File: src/hw/rtl/pbde_pkg.sv
`default_nettype none
// ----------------------------------------------------------------------------
// pbde_pkg: shared types and constants of the depex evaluator
// Opcodes, status codes, stack geometry and the words passed between modules.
// ----------------------------------------------------------------------------
package pbde_pkg;

    localparam int STACK_DEPTH = 64;
    localparam int CNT_W       = $clog2(STACK_DEPTH + 1);
    localparam int ADDR_W      = (STACK_DEPTH > 2) ? $clog2(STACK_DEPTH) : 1;

    localparam logic [7:0] OP_BEFORE       = 8'h00;
    localparam logic [7:0] OP_AFTER        = 8'h01;
    localparam logic [7:0] OP_PUSH         = 8'h02;
    localparam logic [7:0] OP_AND          = 8'h03;
    localparam logic [7:0] OP_OR           = 8'h04;
    localparam logic [7:0] OP_NOT          = 8'h05;
    localparam logic [7:0] OP_TRUE         = 8'h06;
    localparam logic [7:0] OP_FALSE        = 8'h07;
    localparam logic [7:0] OP_END          = 8'h08;
    localparam logic [7:0] OP_REPLACE_TRUE = 8'hff;

    typedef enum logic [2:0] {
        ST_OK        = 3'd0,
        ST_UNDERFLOW = 3'd1,
        ST_OVERFLOW  = 3'd2,
        ST_UNKNOWN   = 3'd3,
        ST_PAST_END  = 3'd4,
        ST_MISPLACED = 3'd5
    } status_t;

    typedef struct packed {
        logic       start_expression;
        logic [7:0] opcode;
        logic       protocol_found;
        logic       last_in_buffer;
    } instr_t;

    typedef struct packed {
        logic    finished;
        logic    schedulable;
        status_t status;
        logic    mark_replace;
    } result_t;

    typedef struct packed {
        logic [CNT_W-1:0] stack_count;
        logic             evaluation_done;
    } core_stat_t;

endpackage

`default_nettype wire

File: src/hw/rtl/pbde_core.sv
`default_nettype none
// ----------------------------------------------------------------------------
// pbde_core: bit stack and instruction evaluation
// Top two entries live in registers; deeper entries live in a synchronous
// memory whose next pop value is prefetched every cycle, with write bypass.
// ----------------------------------------------------------------------------
module pbde_core
    import pbde_pkg::*;
(
    input  wire logic       aclk,
    input  wire logic       aresetn,
    input  wire logic       fire,
    input  wire instr_t     instr,
    output result_t         result,
    output core_stat_t      stat
);

    logic [CNT_W-1:0]  count_reg, count_next;
    logic              done_reg, done_next;
    logic              t0_reg, t0_next;
    logic              t1_reg, t1_next;
    logic              rd_reg;

    logic              mem [STACK_DEPTH];
    logic              wr_en;
    logic [ADDR_W-1:0] wr_addr;
    logic [ADDR_W-1:0] rd_addr;

    logic [CNT_W-1:0]  cnt_eff;
    logic              active;
    logic              full;
    logic              do_push;
    logic              push_val;
    logic              fin;
    logic              verdict;
    status_t           status;
    logic              mark;
    logic [CNT_W-1:0]  cnt_calc;
    logic              t0_calc;
    logic              t1_calc;

    assign cnt_eff = instr.start_expression ? '0 : count_reg;
    assign active  = instr.start_expression | ~done_reg;
    assign full    = (cnt_eff == CNT_W'(STACK_DEPTH));

    always_comb begin
        fin      = 1'b0;
        verdict  = 1'b0;
        status   = ST_OK;
        mark     = 1'b0;
        do_push  = 1'b0;
        push_val = 1'b0;
        cnt_calc = cnt_eff;
        t0_calc  = t0_reg;
        t1_calc  = t1_reg;
        if (active) begin
            unique case (instr.opcode) inside
                OP_BEFORE, OP_AFTER: begin
                    fin    = 1'b1;
                    status = ST_MISPLACED;
                end
                OP_PUSH: begin
                    mark     = instr.protocol_found;
                    do_push  = 1'b1;
                    push_val = instr.protocol_found;
                end
                OP_AND, OP_OR: begin
                    if (cnt_eff < CNT_W'(2)) begin
                        fin    = 1'b1;
                        status = ST_UNDERFLOW;
                    end else begin
                        t0_calc  = (instr.opcode == OP_AND) ? (t0_reg & t1_reg)
                                                             : (t0_reg | t1_reg);
                        t1_calc  = rd_reg;
                        cnt_calc = cnt_eff - CNT_W'(1);
                    end
                end
                OP_NOT: begin
                    if (cnt_eff == '0) begin
                        fin    = 1'b1;
                        status = ST_UNDERFLOW;
                    end else begin
                        t0_calc = ~t0_reg;
                    end
                end
                OP_TRUE, OP_REPLACE_TRUE: begin
                    do_push  = 1'b1;
                    push_val = 1'b1;
                end
                OP_FALSE: begin
                    do_push  = 1'b1;
                    push_val = 1'b0;
                end
                OP_END: begin
                    fin = 1'b1;
                    if (cnt_eff == '0) begin
                        status = ST_UNDERFLOW;
                    end else begin
                        verdict  = t0_reg;
                        t0_calc  = t1_reg;
                        t1_calc  = rd_reg;
                        cnt_calc = cnt_eff - CNT_W'(1);
                    end
                end
                default: begin
                    fin    = 1'b1;
                    status = ST_UNKNOWN;
                end
            endcase
            if (do_push) begin
                if (full) begin
                    fin     = 1'b1;
                    status  = ST_OVERFLOW;
                    do_push = 1'b0;
                end else begin
                    t0_calc  = push_val;
                    t1_calc  = t0_reg;
                    cnt_calc = cnt_eff + CNT_W'(1);
                end
            end
            if (!fin && instr.last_in_buffer) begin
                fin    = 1'b1;
                status = ST_PAST_END;
            end
        end
    end

    always_comb begin
        count_next = count_reg;
        done_next  = done_reg;
        t0_next    = t0_reg;
        t1_next    = t1_reg;
        if (fire && active) begin
            count_next = cnt_calc;
            done_next  = fin;
            t0_next    = t0_calc;
            t1_next    = t1_calc;
        end
    end

    // spill second entry to memory when a push buries it
    assign wr_en   = fire && do_push && (cnt_eff >= CNT_W'(2));
    assign wr_addr = ADDR_W'(cnt_eff - CNT_W'(2));
    // prefetch the entry that sits below the register pair after this word
    assign rd_addr = ADDR_W'(count_next - CNT_W'(3));

    always_ff @(posedge aclk) begin
        if (wr_en) begin
            mem[wr_addr] <= t1_reg;
        end
    end

    always_ff @(posedge aclk) begin
        if (wr_en && (wr_addr == rd_addr)) begin
            rd_reg <= t1_reg;
        end else begin
            rd_reg <= mem[rd_addr];
        end
    end

    always_ff @(posedge aclk) begin
        t0_reg <= t0_next;
        t1_reg <= t1_next;
    end

    always_ff @(posedge aclk) begin
        if (!aresetn) begin
            count_reg <= '0;
            done_reg  <= 1'b1;
        end else begin
            count_reg <= count_next;
            done_reg  <= done_next;
        end
    end

    assign result.finished     = fin;
    assign result.schedulable  = verdict;
    assign result.status       = status;
    assign result.mark_replace = mark;

    assign stat.stack_count     = count_reg;
    assign stat.evaluation_done = done_reg;

endmodule

`default_nettype wire

File: src/hw/rtl/postfix_boolean_depex_evaluator.sv
`default_nettype none
// ----------------------------------------------------------------------------
// postfix_boolean_depex_evaluator: dependency-expression evaluator
// Streams depex instructions in, returns one result word per instruction.
// ----------------------------------------------------------------------------
// Takes one instruction word per cycle and returns one result word for each,
// in the following cycle, through an output register; back pressure on the result
// side stalls the input only while that register is full. Sustained rate is
// one word per cycle, set by the single read and single write per cycle of
// the stack memory: the top two stack bits sit in registers and the entry
// below them is prefetched every cycle. Raise tuser on the first word of an
// expression; tlast on a result word marks the verdict. No clearing pass
// follows reset.
module postfix_boolean_depex_evaluator
    import pbde_pkg::*;
(
    input  wire logic        aclk,
    input  wire logic        aresetn,
    input  wire logic        s_tvalid,
    output logic             s_tready,
    input  wire logic [15:0] s_tdata,   // [7:0] opcode, [8] protocol_found, zero fill
    input  wire logic        s_tuser,   // [0] start_expression
    input  wire logic        s_tlast,
    output logic             m_tvalid,
    input  wire logic        m_tready,
    output logic [7:0]       m_tdata,   // [0] schedulable, [3:1] status, [4] mark_replace
    output logic             m_tlast
);

    logic       fire;
    instr_t     instr;
    result_t    core_result;
    core_stat_t stat;
    result_t    result_reg;
    logic       m_valid_reg, m_valid_next;

    assign s_tready = ~m_valid_reg | m_tready;
    assign fire     = s_tvalid & s_tready;

    assign instr.start_expression = s_tuser;
    assign instr.opcode           = s_tdata[7:0];
    assign instr.protocol_found   = s_tdata[8];
    assign instr.last_in_buffer   = s_tlast;

    pbde_core u_core (
        .aclk    (aclk),
        .aresetn (aresetn),
        .fire    (fire),
        .instr   (instr),
        .result  (core_result),
        .stat    (stat)
    );

    always_comb begin
        m_valid_next = m_valid_reg;
        if (fire) begin
            m_valid_next = 1'b1;
        end else if (m_tready) begin
            m_valid_next = 1'b0;
        end
    end

    always_ff @(posedge aclk) begin
        if (!aresetn) begin
            m_valid_reg <= 1'b0;
        end else begin
            m_valid_reg <= m_valid_next;
        end
    end

    always_ff @(posedge aclk) begin
        if (fire) begin
            result_reg <= core_result;
        end
    end

    assign m_tvalid = m_valid_reg;
    assign m_tlast  = result_reg.finished;
    assign m_tdata  = {3'b000, result_reg.mark_replace, result_reg.status,
                       result_reg.schedulable};

    assert property (@(posedge aclk) disable iff (!aresetn)
        stat.stack_count <= CNT_W'(STACK_DEPTH))
        else $error("stack count beyond depth");

    assert property (@(posedge aclk) disable iff (!aresetn)
        m_valid_reg && (result_reg.status != ST_OK)
        |-> result_reg.finished && !result_reg.schedulable)
        else $error("error result without false verdict");

    assert property (@(posedge aclk) disable iff (!aresetn)
        fire && s_tuser && (s_tdata[7:0] == OP_TRUE) && !s_tlast
        |=> (stat.stack_count == CNT_W'(1)) && !stat.evaluation_done)
        else $error("start with TRUE did not leave one entry");

endmodule

`default_nettype wire

File: config.mk
export PLATFORM = sky130hd
export DESIGN_NAME = postfix_boolean_depex_evaluator
export DESIGN_NICKNAME = d
export VERILOG_FILES = /design/src/hw/rtl/pbde_pkg.sv /design/src/hw/rtl/pbde_core.sv /design/src/hw/rtl/postfix_boolean_depex_evaluator.sv
export SDC_FILE = /design/constraint.sdc
export NUM_CORES = 1
export LEC_CHECK = 0
export BUFFER_PORTS_ARGS = -buffer_cell sky130_fd_sc_hd__buf_2
export CAP_MARGIN = 10
export CORE_MARGIN = 2
export CORE_UTILIZATION = 55
export CTS_CLUSTER_DIAMETER = 30
export DETAILED_ROUTE_END_ITERATION = 8
export PLACE_DENSITY = 0.75
export SLEW_MARGIN = 20
export SYNTH_ARGS = -nofsm -noshare
export SYNTH_HDL_FRONTEND = slang
export SYNTH_SLANG_ARGS = --single-unit
File: constraint.sdc
create_clock -name aclk -period 3.5 [get_ports aclk]
set_input_delay 0.175 -clock aclk [delete_from_list [all_inputs] [get_ports aclk]]
set_output_delay 0.175 -clock aclk [all_outputs]
set_load 0.005 [all_outputs]
---- After elaboration in Yosys (flattened, before gate mapping) ----
Memories as Yosys holds them, arrays and structs flattened. A register that Yosys moved wholly into a read port is not among the register bits.
Cells that the tools add are included.
W data, S select, Z words.
word-level totals
  register bits ........................... 17
  memories ................................ 1
  input bits .............................. 22
  logic and storage cells ................. 98
  bits in writable memories ............... 64
  output and inout port bits .............. 11
cells by class
  order comparisons ....................... 2
  reduce and logical (&&, ||, !) cells .... 17
  multiplexer cells ....................... 44
  bitwise gates (word level) .............. 10
  add/subtract/negate cells ............... 4
  equal/unequal tests ..................... 10
memory list
  memory      words  width  read ports  clocked after Yosys merged registers in  write ports  RTL line         text
  u_core.mem  64     1      1           1                                        1            pbde_core.sv:24  logic mem [STACK_DEPTH];
operators by type and width
  cell                   number
  $mux W7                7
  $eq A8 B3 Y1 const B   4
  $mux W1                28
  $eq A8 B2 Y1 const B   2
  $pmux W7 S2            1
  $pmux W3 S4            1
  $sub A6 B2 Y6 const B  2
  $reduce_or A2 Y1       5
  $mux W3                3
  $eq A8 B1 Y1 const B   1
  $eq A8 B4 Y1 const B   1
  $eq A8 B8 Y1 const B   1
  $logic_not A8 Y1       1
  $add A7 B1 Y7 const B  1
  $eq A7 B7 Y1 const B   1
  $ge A7 B2 Y1 const B   1
  $logic_not A7 Y1       1
  $lt A7 B2 Y1 const B   1
  $sub A7 B1 Y7 const B  1
  $pmux W1 S3            2
  $not A1 Y1             5
  $logic_and A1 B1 Y1    4
  $pmux W1 S2            2
  $reduce_and A2 Y1      2
  other kinds (6)        9

---- Longest topological paths before layout ----
Gate-level depths: netlist of run 1.
  depth in word-level cells ............... 11
  gate-level depth with buffers ........... 12
  gate-level depth less buffers ........... 11

---- Hierarchy ----
Synthesis of run 1 repeated with hierarchy kept, for this count alone.
second synthesis, totals
  cells, all modules ...................... 404
  area, all modules ....................... 4588.2 µm²
by module, submodules not included
  module                           cells an instance  instances  area an instance (µm²)
  pbde_core                        389                1          4324.1
  postfix_boolean_depex_evaluator  15                 1          264.0

---- Least setup slack after synthesis of run 1 ----
OpenSTA, ideal clock, no wires.
  path type ............................... register -> register
  start point ............................. register (tool-made name)
  end point ............................... register u_core.t1_reg (data pin)
  cell stages (with the launch flop) ...... 8
  arrival ................................. 2.389 ns
  clock period less this slack ............ 2.657 ns
  library setup time ...................... 0.268 ns
  buffers on the path ..................... 2
  path slack .............................. 0.843 ns
  data required time ...................... 3.232 ns
  cells stage by stage .................... dfxtp_1 -> buf_2 -> buf_2 -> mux4_2 -> mux4_2 -> mux4_2 -> nand2_1 -> o211ai_1
RTL lines
  what                  RTL line          text
  to (signal assigned)  pbde_core.sv:163  t1_reg <= t1_next;
  to (decl)             pbde_core.sv:21   logic t1_reg, t1_next;

==> results.md, run 1 <==
* Worst-Skew Late Latency at 0.37 ns
* Root Driver: clkbuf_8
* Status: finished, final reports clean
* Routed vias at 3340
* Synth-to-Final Area Change at 10.3%
* CP cell instances: or4_4 -> o311a_4 -> nand2_2 -> buf_4 -> nor3_1 -> a211oi_2 -> ha_1 -> nor3_1 -> xor2_1
* Antenna Nets Post-Route at 0
* Dpl hpwl at 7010 µm
* PortBufs at 22
* Largest register FFs at 64
* Initial antenna violation count at 0
* Unique masters post-synth at 62
* Ports at 33
* Worst setup EP type: flip-flop
* Grt ovf at 0
* WP data arrival at 3.11 ns
* Cell family with most CP delay: simple AND/OR/NAND/NOR gates
* Die area at 0.00909 mm²
* Final Max Slew Viols at 0
* P_leak at 0.00169 µW
* First drt pass iteration count at 5
* All-layer global routing usage at 24.7%
* Layout cell share with drive strength beyond 1 at 20.7%
* Htree depth at 3
* DR vias/cell at 6.14
* Largest net degree at the start of global routing at 67
* Die extent in x at around 95 µm
* Slew Limit Headroom at 44.8%
* Worst path most repeated cell: nor3_1
* CTS sink cnt at 87
* Ys flop type: edfxtp_1
* Worst-path fanout max at 14
* GP Congestion at ~0.9
* CP max-delay cell: or4_4
* FF+latch count, synth at 87
* Post-route clock period utilization at 82.2%
* Top cell type's share of synthesized area at 47.1%
* Max Fclk at between 0.3 and 0.4 GHz
* Slew at the pin closest to its max-slew limit at 0.827 ns
* CTS clk-pin slew, worst paths at 0.10 ns
* Netlist Area Pre-Place at 0.00459 mm²
* Maxcap violations at 0
* Post_cts resized at 0
* Count leader, synth: nor2_1
* Drt first-iter violations at about 320
* Worst Hold Class: in -> reg
* Setup-failing EPs final at 0
* Cells after synthesis at about 410
* List of most frequent post-synthesis cells: nor2_1 (82), edfxtp_1 (72), nand2_1 (28), mux4_2 (21)
* Fin Hold WS at 0.0703 ns
* Clk_skew at ~0.014 ns
* PD cells at 414 mW/mm²
* Cell row count at 33
* Largest cells by area after synthesis: edfxtp_1 (47%), mux4_2 (10%), nor2_1 (6.7%)
* Area leader, netlist: edfxtp_1
* Final Hold Fails at 0
* Hold buffers post-CTS at 0
* Layout Nets at between 400 and 500
* DRC Markers at 0
* RSZ-0062 raised after global routing: false
* TritonCTS Buffers at 9
* Critical Path RT at 3.73 ns
* CP peak stage delay at 0.50 ns
* Worst path bufs/invs at 1
* Final WL at 10200 µm
* Initial Utilization at a little under three fifths
* First-pass GRT wire length at 16500 µm
* CP Launch Type: flip-flop
* Synth warn at 0
* Core Area at 0.00813 mm²
* Setup Buffers After CTS at 0
* Async SR Flop Fraction at 0%
* CTS tree: yes
* FILL cells at 646
* Maximum vdd drop at 220 µV
* Die span in y at 95.4 µm
* Critical path type: reg -> reg
* Sequential area share after synthesis at a little over half
* WL per Instance at around 19 µm
* Vias in the first global route at 3229
* ANT cells at 0
* Max Buffers Root-to-Sink at 2
* Syn_area_per_cell at 11.3 µm²
* Tmin final at 2.88 ns
* Setup TNS at 0 ns
* Post-synth EDFFs at 72
[routing by layer]
metal,up-vias,global-route usage (%),part of all wire (%),routed length (µm)
met5,-,0,0,0
met4,0,8.94,1.8,183
li1,1571,-,-,-
met1,1609,35.0,43,4390
met3,20,3.79,7.7,785
met2,140,39.0,48,4850
[power by group]
group	internal [µW]	switching [µW]	total [µW]	leakage (µW)
sequential	1130	15.8	1150	0.000777
combinational	85.2	114	199	0.000808
clock	346	399	745	0.000101
[worst paths after layout]
kind                       start              end  slack [ns]  cells after the start
min reg2reg      u_core.done_reg  u_core.done_reg        0.53                      2
min                     s_tvalid         m_tvalid        0.07                      3
max          u_core.count_reg[5]        flip-flop        0.62                      9
max reg2reg  u_core.count_reg[5]        flip-flop        0.62                      9
[tightest hold or removal path: cells and delay by family]
family | cells | cell delay, ns
AO/OA/AOI/OAI | 1 | 0.06
buffers and inverters | 2 | 0.15
[layout make-up]
cell class	instances	area (µm²)	share of cell area, %
clock inverter	7	90.1	1.78
timing repair buffer	39	238	4.70
inverter	11	41.3	0.816
clock buffer	9	124	2.45
multi-input combinational	286	1980	39.0
sequential	87	2460	48.6
tap	105	131	2.60
[cell families after synthesis]
| family | share of synthesized area [%] |
|---|---|
| and+or+nand+nor | 18.8 |
| DFF | 53.6 |
| AOI/OAI and AO/OA | 11.4 |
| buffers and inverters | 3.57 |
| muxes | 10.3 |
| xor gates and xnor gates | 1.34 |
| adders and majority gates | 0.818 |
| other | 0.0817 |
[cell usage in the layout, fill, tap and decap left out, drive strengths merged, types with 9 or more instances in the layout]
cell and n:
nand2 29, clkbuf 9, nor2 82, and2 9, dfxtp 15, nor3 13
edfxtp 72, o21ai 11, inv 14, a31oi 9, mux4 21, a21oi 16
nand3 10, buf 39
[through the flow]
step | area [µm²] | worst slack, ns | cells | utilization, % | power (µW)
2_1_floorplan | 4600 | 0.843 | 410 | - | 1310
6_report | 5060 | 0.623 | 544 | 62.2 | 2090
4_1_cts | 5060 | 0.619 | 544 | 62.2 | 2100
3_3_place_gp | 4850 | 0.616 | 528 | 59.6 | 1360
5_1_grt | 5060 | 0.483 | 544 | 62.2 | 2150
3_5_place_dp | 4850 | 0.529 | 528 | 59.6 | 1370
Power figures use the tool's default switching activity.
==> run 2: changes to the inputs <==
- CORE_UTILIZATION: 55 -> 54
- PLACE_DENSITY: 0.75 -> 0.76
- clock period: 3.5 -> 2.48 ns (I/O delays scaled with it)
==> run 2 against run 1 <==
Effect of this change:
- the run now ends with setup timing left
- hold slack worse by 0.052 ns
- combinational power grew 59%
- fmax rose by 14%
- clock power is 28% higher
- largest power group unchanged
- highest routed layer unchanged
- sequential power increased by 41%
- non-clock buffer count increased by 30
- critical path depth is 3 lower
==> results.md, run 2 (synthesized netlist as in run 1, its figures left out) <==
* Die span in y at 96.2 µm
* Worst-path fanout max at 8
* Commonest non-fill, non-tap cell in the layout: nor2_1
* CTS sink cnt at 87
* Drt first-iter violations at 291
* Largest net degree at the start of global routing at 67
* Worst Hold Class: in -> reg
* All-layer global routing usage at 24.8%
* WHS Path Cells at 3
* DRC Markers at 0
* PortBufs at 22
* Worst setup EP type: flip-flop
* Critical Path RT at about 2.6 ns
* CTS tree: yes
* Max Buffers Root-to-Sink at 2
* Post-DP Area at around 0.005 mm²
* Die area at 0.00925 mm²
* Htree depth at 3
* PD cells at 539 mW/mm²
* Tot Pwr at 2890 µW
* R2R setup slack at -0.04 ns
* Worst hold path startpoint: s_tvalid
* GP Congestion at between 0.8 and 0.9
* Setup TNS at -0.0403 ns
* Path depth of the worst reg2reg path at 6
* RSZ-0062 raised after global routing: true
* Met3 wire len at 710 µm
* Layout cell share with drive strength beyond 1 at 27.1%
* Largest register FFs at 64
* Met1 WL at 4450 µm
* First-pass GRT wire length at 16900 µm
* WL per Instance at between 15 and 20 µm
* Routed vias at roughly 3500
* Max Fclk at 0.397 GHz
* Initial antenna violation count at 0
* CP Launch Type: flip-flop
* Cell row count at 33
* Worst reg2reg endpoint: u_core.t1_reg
* Critical path type: reg -> reg
* Worst-Skew Late Latency at 0.36 ns
* Placement Setup Slack at -0.0694 ns
* Routed length on met2 at 5290 µm
* Final WL at 10600 µm
* Maximum vdd drop at approximately 240 µV
* Hold worst-path end: m_tvalid
* Setup ws final at -0.0403 ns
* Initial Utilization at between 50% and 60%
* Tmin final at 2.52 ns
* Setup-failing EPs final at 1
* Post-route clock period utilization at 102%
* Layout Nets at 489
* P_leak at 0.00188 µW
* Non-filler cells in the finished layout at 574
* Slew at the pin closest to its max-slew limit at 0.800 ns
* Hold buffers post-CTS at 0
* Final instance area at 0.00537 mm²
* Grt ovf at 0
* Status: finished with violations
* Root Driver: clkbuf_8
* Violated checks: setup timing
* Maxcap violations at 0
* WP data arrival at 2.63 ns
* Vias in the first global route at approximately 3300
* Ports at 33
* DR vias/cell at 6.09
* Core Area at 0.00822 mm²
* CTS clk-pin slew, worst paths at 0.10 ns
* Most frequent cells in the layout: nor2_1 (82), edfxtp_1 (72), buf_4 (42)
* FILL cells at 647
* First drt pass iteration count at 5
* TritonCTS Buffers at 9
* Slew Limit Headroom at 46.7%
* Number of instances in the placed design at 556
* Synth-to-Final Area Change at 17.0%
* Clk_skew at 0.0125 ns
* Die extent in x at a little under 100 µm
* Dpl hpwl at about 7500 µm
* Final Hold Fails at 0
* Final Max Slew Viols at 0
* ANT cells at 0
* Top Metal Used: met4
* Antenna Nets Post-Route at 0
## run 2: cell count changes in the layout (fill, tap and decap cells not counted), moves of 2 or more
| cell | previous run | this run |
|---|---|---|
| buf_12 | 0 | 4 |
| buf_4 | 17 | 42 |
| clkinv_4 | 0 | 2 |
| clkinvlp_4 | 2 | 0 |
| dfxtp_1 | 15 | 13 |
| nor3_1 | 13 | 11 |
| nor3_2 | 0 | 2 |
## run 2: metrics by stage
step / hold WS [ns] / util [%]
global placement: 0.394 / 62.2
global route: 0.0313 / 65.4
finish: 0.0180 / 65.4
CTS: 0.0153 / 65.0
floorplan: 0.213 / -
detailed placement: 0.401 / 62.2
## run 2: worst max path at each step
stage | from | end | slack, ns | cells past startpoint
3_3_place_gp | flip-flop | u_core.t1_reg | -0.02 | 6
2_1_floorplan | flip-flop | u_core.t1_reg | 0.03 | 7
3_5_place_dp | flip-flop | u_core.t1_reg | -0.07 | 6
4_1_cts | flip-flop | u_core.t1_reg | -0.05 | 6
6_report | flip-flop | u_core.t1_reg | -0.04 | 6
5_1_grt | flip-flop | u_core.t1_reg | -0.11 | 6
## run 2: critical path: stages, from the launching register on
cell and delay [ns]:
dfxtp_4 0.40, buf_12 0.15, mux4_2 0.51, mux4_2 0.52, mux4_2 0.52, nand2_1 0.08
o211ai_1 0.08
## run 2: final cells by class
| type | count | area, µm² | area share [%] |
|---|---|---|---|
| Sequential cell | 87 | 2470 | 45.9 |
| Multi-Input combinational cell | 286 | 2000 | 37.3 |
| Timing Repair Buffer | 69 | 533 | 9.93 |
| Tap cell | 105 | 131 | 2.45 |
| Clock buffer | 9 | 124 | 2.31 |
| Clock inverter | 7 | 71.3 | 1.33 |
| Inverter | 11 | 41.3 | 0.769 |
## run 2: timing repair
action	4_1_cts	5_1_grt
cloned	1	0
gates resized for setup	4	6
buffers inserted	0	1
endpoints found under the setup margin	2	29
pin swaps	1	4
## run 2: layer usage
layer / track usage (%) / vias to the layer above
li1: - / 1634
met1: 33.3 / 1706
met2: 41.2 / 145
met3: 4.54 / 12
met4: 6.79 / 0
met5: 0 / -
## run 2: power breakdown
group | leakage [µW] | switching [µW] | total, µW | internal [µW]
Clock | 0.0000995 | 561 | 955 | 394
Sequential | 0.000777 | 22.4 | 1620 | 1600
Combinational | 0.00100 | 169 | 316 | 146
Total | 0.00188 | 753 | 2890 | 2140
==> run 3: changes to the inputs <==
- BUFFER_PORTS_ARGS: -buffer_cell sky130_fd_sc_hd__buf_2 -> unset
- CORE_UTILIZATION: 54 -> 55
- DONT_BUFFER_PORTS: unset -> 1
- PLACE_DENSITY: 0.76 -> 0.74
==> run 3 against run 2 <==
Effect of this change:
- the run still ends with setup timing left
- combinational power fell by 9.2%
- first-iteration DRC count fell by 10%
- non-clock buffer count down 27
- clock-buffer cell count did not move
- critical path type unchanged
- wire length rose by 2.4%
- sequential cell count did not move
- register-to-register slack improved by 0.03 ns
- sequential power barely moved
- power shrank 1.7%
==> results.md, run 3 (synthesized netlist as in run 1, its figures left out) <==
* R2R setup slack at -0.01 ns
* P_leak at 0.00177 µW
* CP peak stage delay at approximately 0.53 ns
* TritonCTS Buffers at 9
* Htree depth at 3
* Tmin final at 2.49 ns
* All-layer global routing usage at 25.2%
* Critical path type: reg -> reg
* Drt first-iter violations at 262
* Final WL at 10800 µm
* Clk_skew at 0.00838 ns
* CP Launch Type: flip-flop
* Maxcap violations at 0
* Core Area at 0.00813 mm²
* Tot Pwr at 2840 µW
* GP Congestion at just over 0.9
* Worst Hold Class: in -> reg
* CTS tree: yes
* WHS Path Cells at 2
* CTS sink cnt at 87
* Final Max Slew Viols at 0
* Slew Limit Headroom at around two fifths
* WL per Instance at 19.8 µm
* Synth-to-Final Area Change at 15.6%
* Initial Utilization at 56.4%
* DRC Markers at 0
* Routed vias at 3389
* Worst-path fanout max at 8
* Max Fclk at 0.402 GHz
* Largest register FFs at 64
* Die span in y at 95.4 µm
* First drt pass iteration count at 5
* Setup-failing EPs final at 1
* WP data arrival at about 2.6 ns
* Worst setup EP type: flip-flop
* ANT cells at 0
* Violated checks: setup timing
* Status: finished with violations
* Placement Setup Slack at -0.0579 ns
* Final Hold Fails at 0
* First-pass GRT wire length at 17000 µm
* Root Driver: clkbuf_8
* Worst-Skew Late Latency at 0.35 ns
* Ports at 33
* RSZ-0062 raised after global routing: true
* Cell row count at 33
* Initial antenna violation count at 0
* Final Util at 65.3%
* Cell family with most CP delay: multiplexers
* Max Buffers Root-to-Sink at 2
* Antenna Nets Post-Route at 0
* Die extent in x at approximately 95 µm
* DR vias/cell at 6.20
* Critical Path RT at approximately 2.6 ns
* Post-DP Area at a little under 0.005 mm²
* Number of instances in the placed design at 523
* CP cell instances: buf_12 -> mux4_2 -> mux4_2 -> mux4_2 -> nand2_2 -> o211ai_1
* Non-filler cells in the finished layout at 547
* PD cells at about 540 mW/mm²
* Final instance area at 0.00531 mm²
* FILL cells at 591
* Path depth of the worst reg2reg path at 6
* Maximum vdd drop at between 300 and 400 µV
* Vias in the first global route at 3307
* Grt ovf at 0
* Worst hold path startpoint: s_tdata[8]
* CTS clk-pin slew, worst paths at 0.09 ns
* Layout Nets at 462
* Setup ws final at -0.0106 ns
* Worst path most repeated cell: mux4_2
* Layout cell share with drive strength beyond 1 at 22.6%
* Post-route clock period utilization at 100%
* Largest net degree at the start of global routing at 67
* Hold worst-path end: m_tdata[4]
* CP max-delay cell: mux4_2
* Most frequent cells in the layout: nor2_1 (82), edfxtp_1 (72), buf_4 (28)
* PortBufs at 0
* Worst reg2reg endpoint: u_core.t1_reg
* Commonest non-fill, non-tap cell in the layout: nor2_1
* Worst path bufs/invs at 1
* Die area at about 0.0091 mm²
* Dpl hpwl at around 7000 µm
* Slew at the pin closest to its max-slew limit at 0.899 ns
[run 3: report_power, final]
group | leakage [µW] | total, µW | switching, µW | internal (µW)
Sequential | 0.000778 | 1620 | 23.1 | 1600
Combinational | 0.000911 | 287 | 153 | 134
Clock | 0.0000863 | 935 | 550 | 385
Total | 0.00177 | 2840 | 726 | 2120
[run 3: repair_timing]
item,4_1_cts,5_1_grt
buffers inserted,0,3
gates cloned,1,0
endpoints found under the hold margin,11,0
gates resized for setup,6,11
hold buffers,4,0
setup endpoints to repair,3,13
pin swaps,3,4
[run 3: layout make-up]
class	instances	area, µm²	area share [%]
Sequential cell	87	2470	46.5
Multi-Input combinational cell	286	2030	38.3
Timing Repair Buffer	42	449	8.46
Tap cell	105	131	2.47
Clock buffer	9	124	2.33
Clock inverter	7	62.6	1.18
Inverter	11	41.3	0.778
[run 3: metrics by stage]
| step | hold WS (ns) | setup TNS [ns] |
|---|---|---|
| 4_1_cts | 0.0209 | -0.0398 |
| 2_1_floorplan | 0.213 | 0 |
| 3_3_place_gp | 0.223 | -0.0423 |
| 3_5_place_dp | 0.220 | -0.281 |
| 6_report | 0.0430 | -0.0106 |
| 5_1_grt | 0.0468 | -0.198 |
[run 3: worst max path at each step]
stage / endpoint / cells after the start / from
CTS: u_core.t1_reg / 6 / flip-flop
detailed placement: u_core.t1_reg / 6 / flip-flop
floorplan: u_core.t1_reg / 7 / flip-flop
finish: u_core.t1_reg / 6 / flip-flop
global route: u_core.t1_reg / 6 / flip-flop
global placement: u_core.t1_reg / 6 / flip-flop
[run 3: per-layer routing]
metal,vias up,share of wire [%],track usage [%]
li1,1583,-,-
met1,1643,41,34.5
met2,155,52,42.5
met3,8,6.4,3.95
met4,0,0.77,6.04
met5,-,0,0
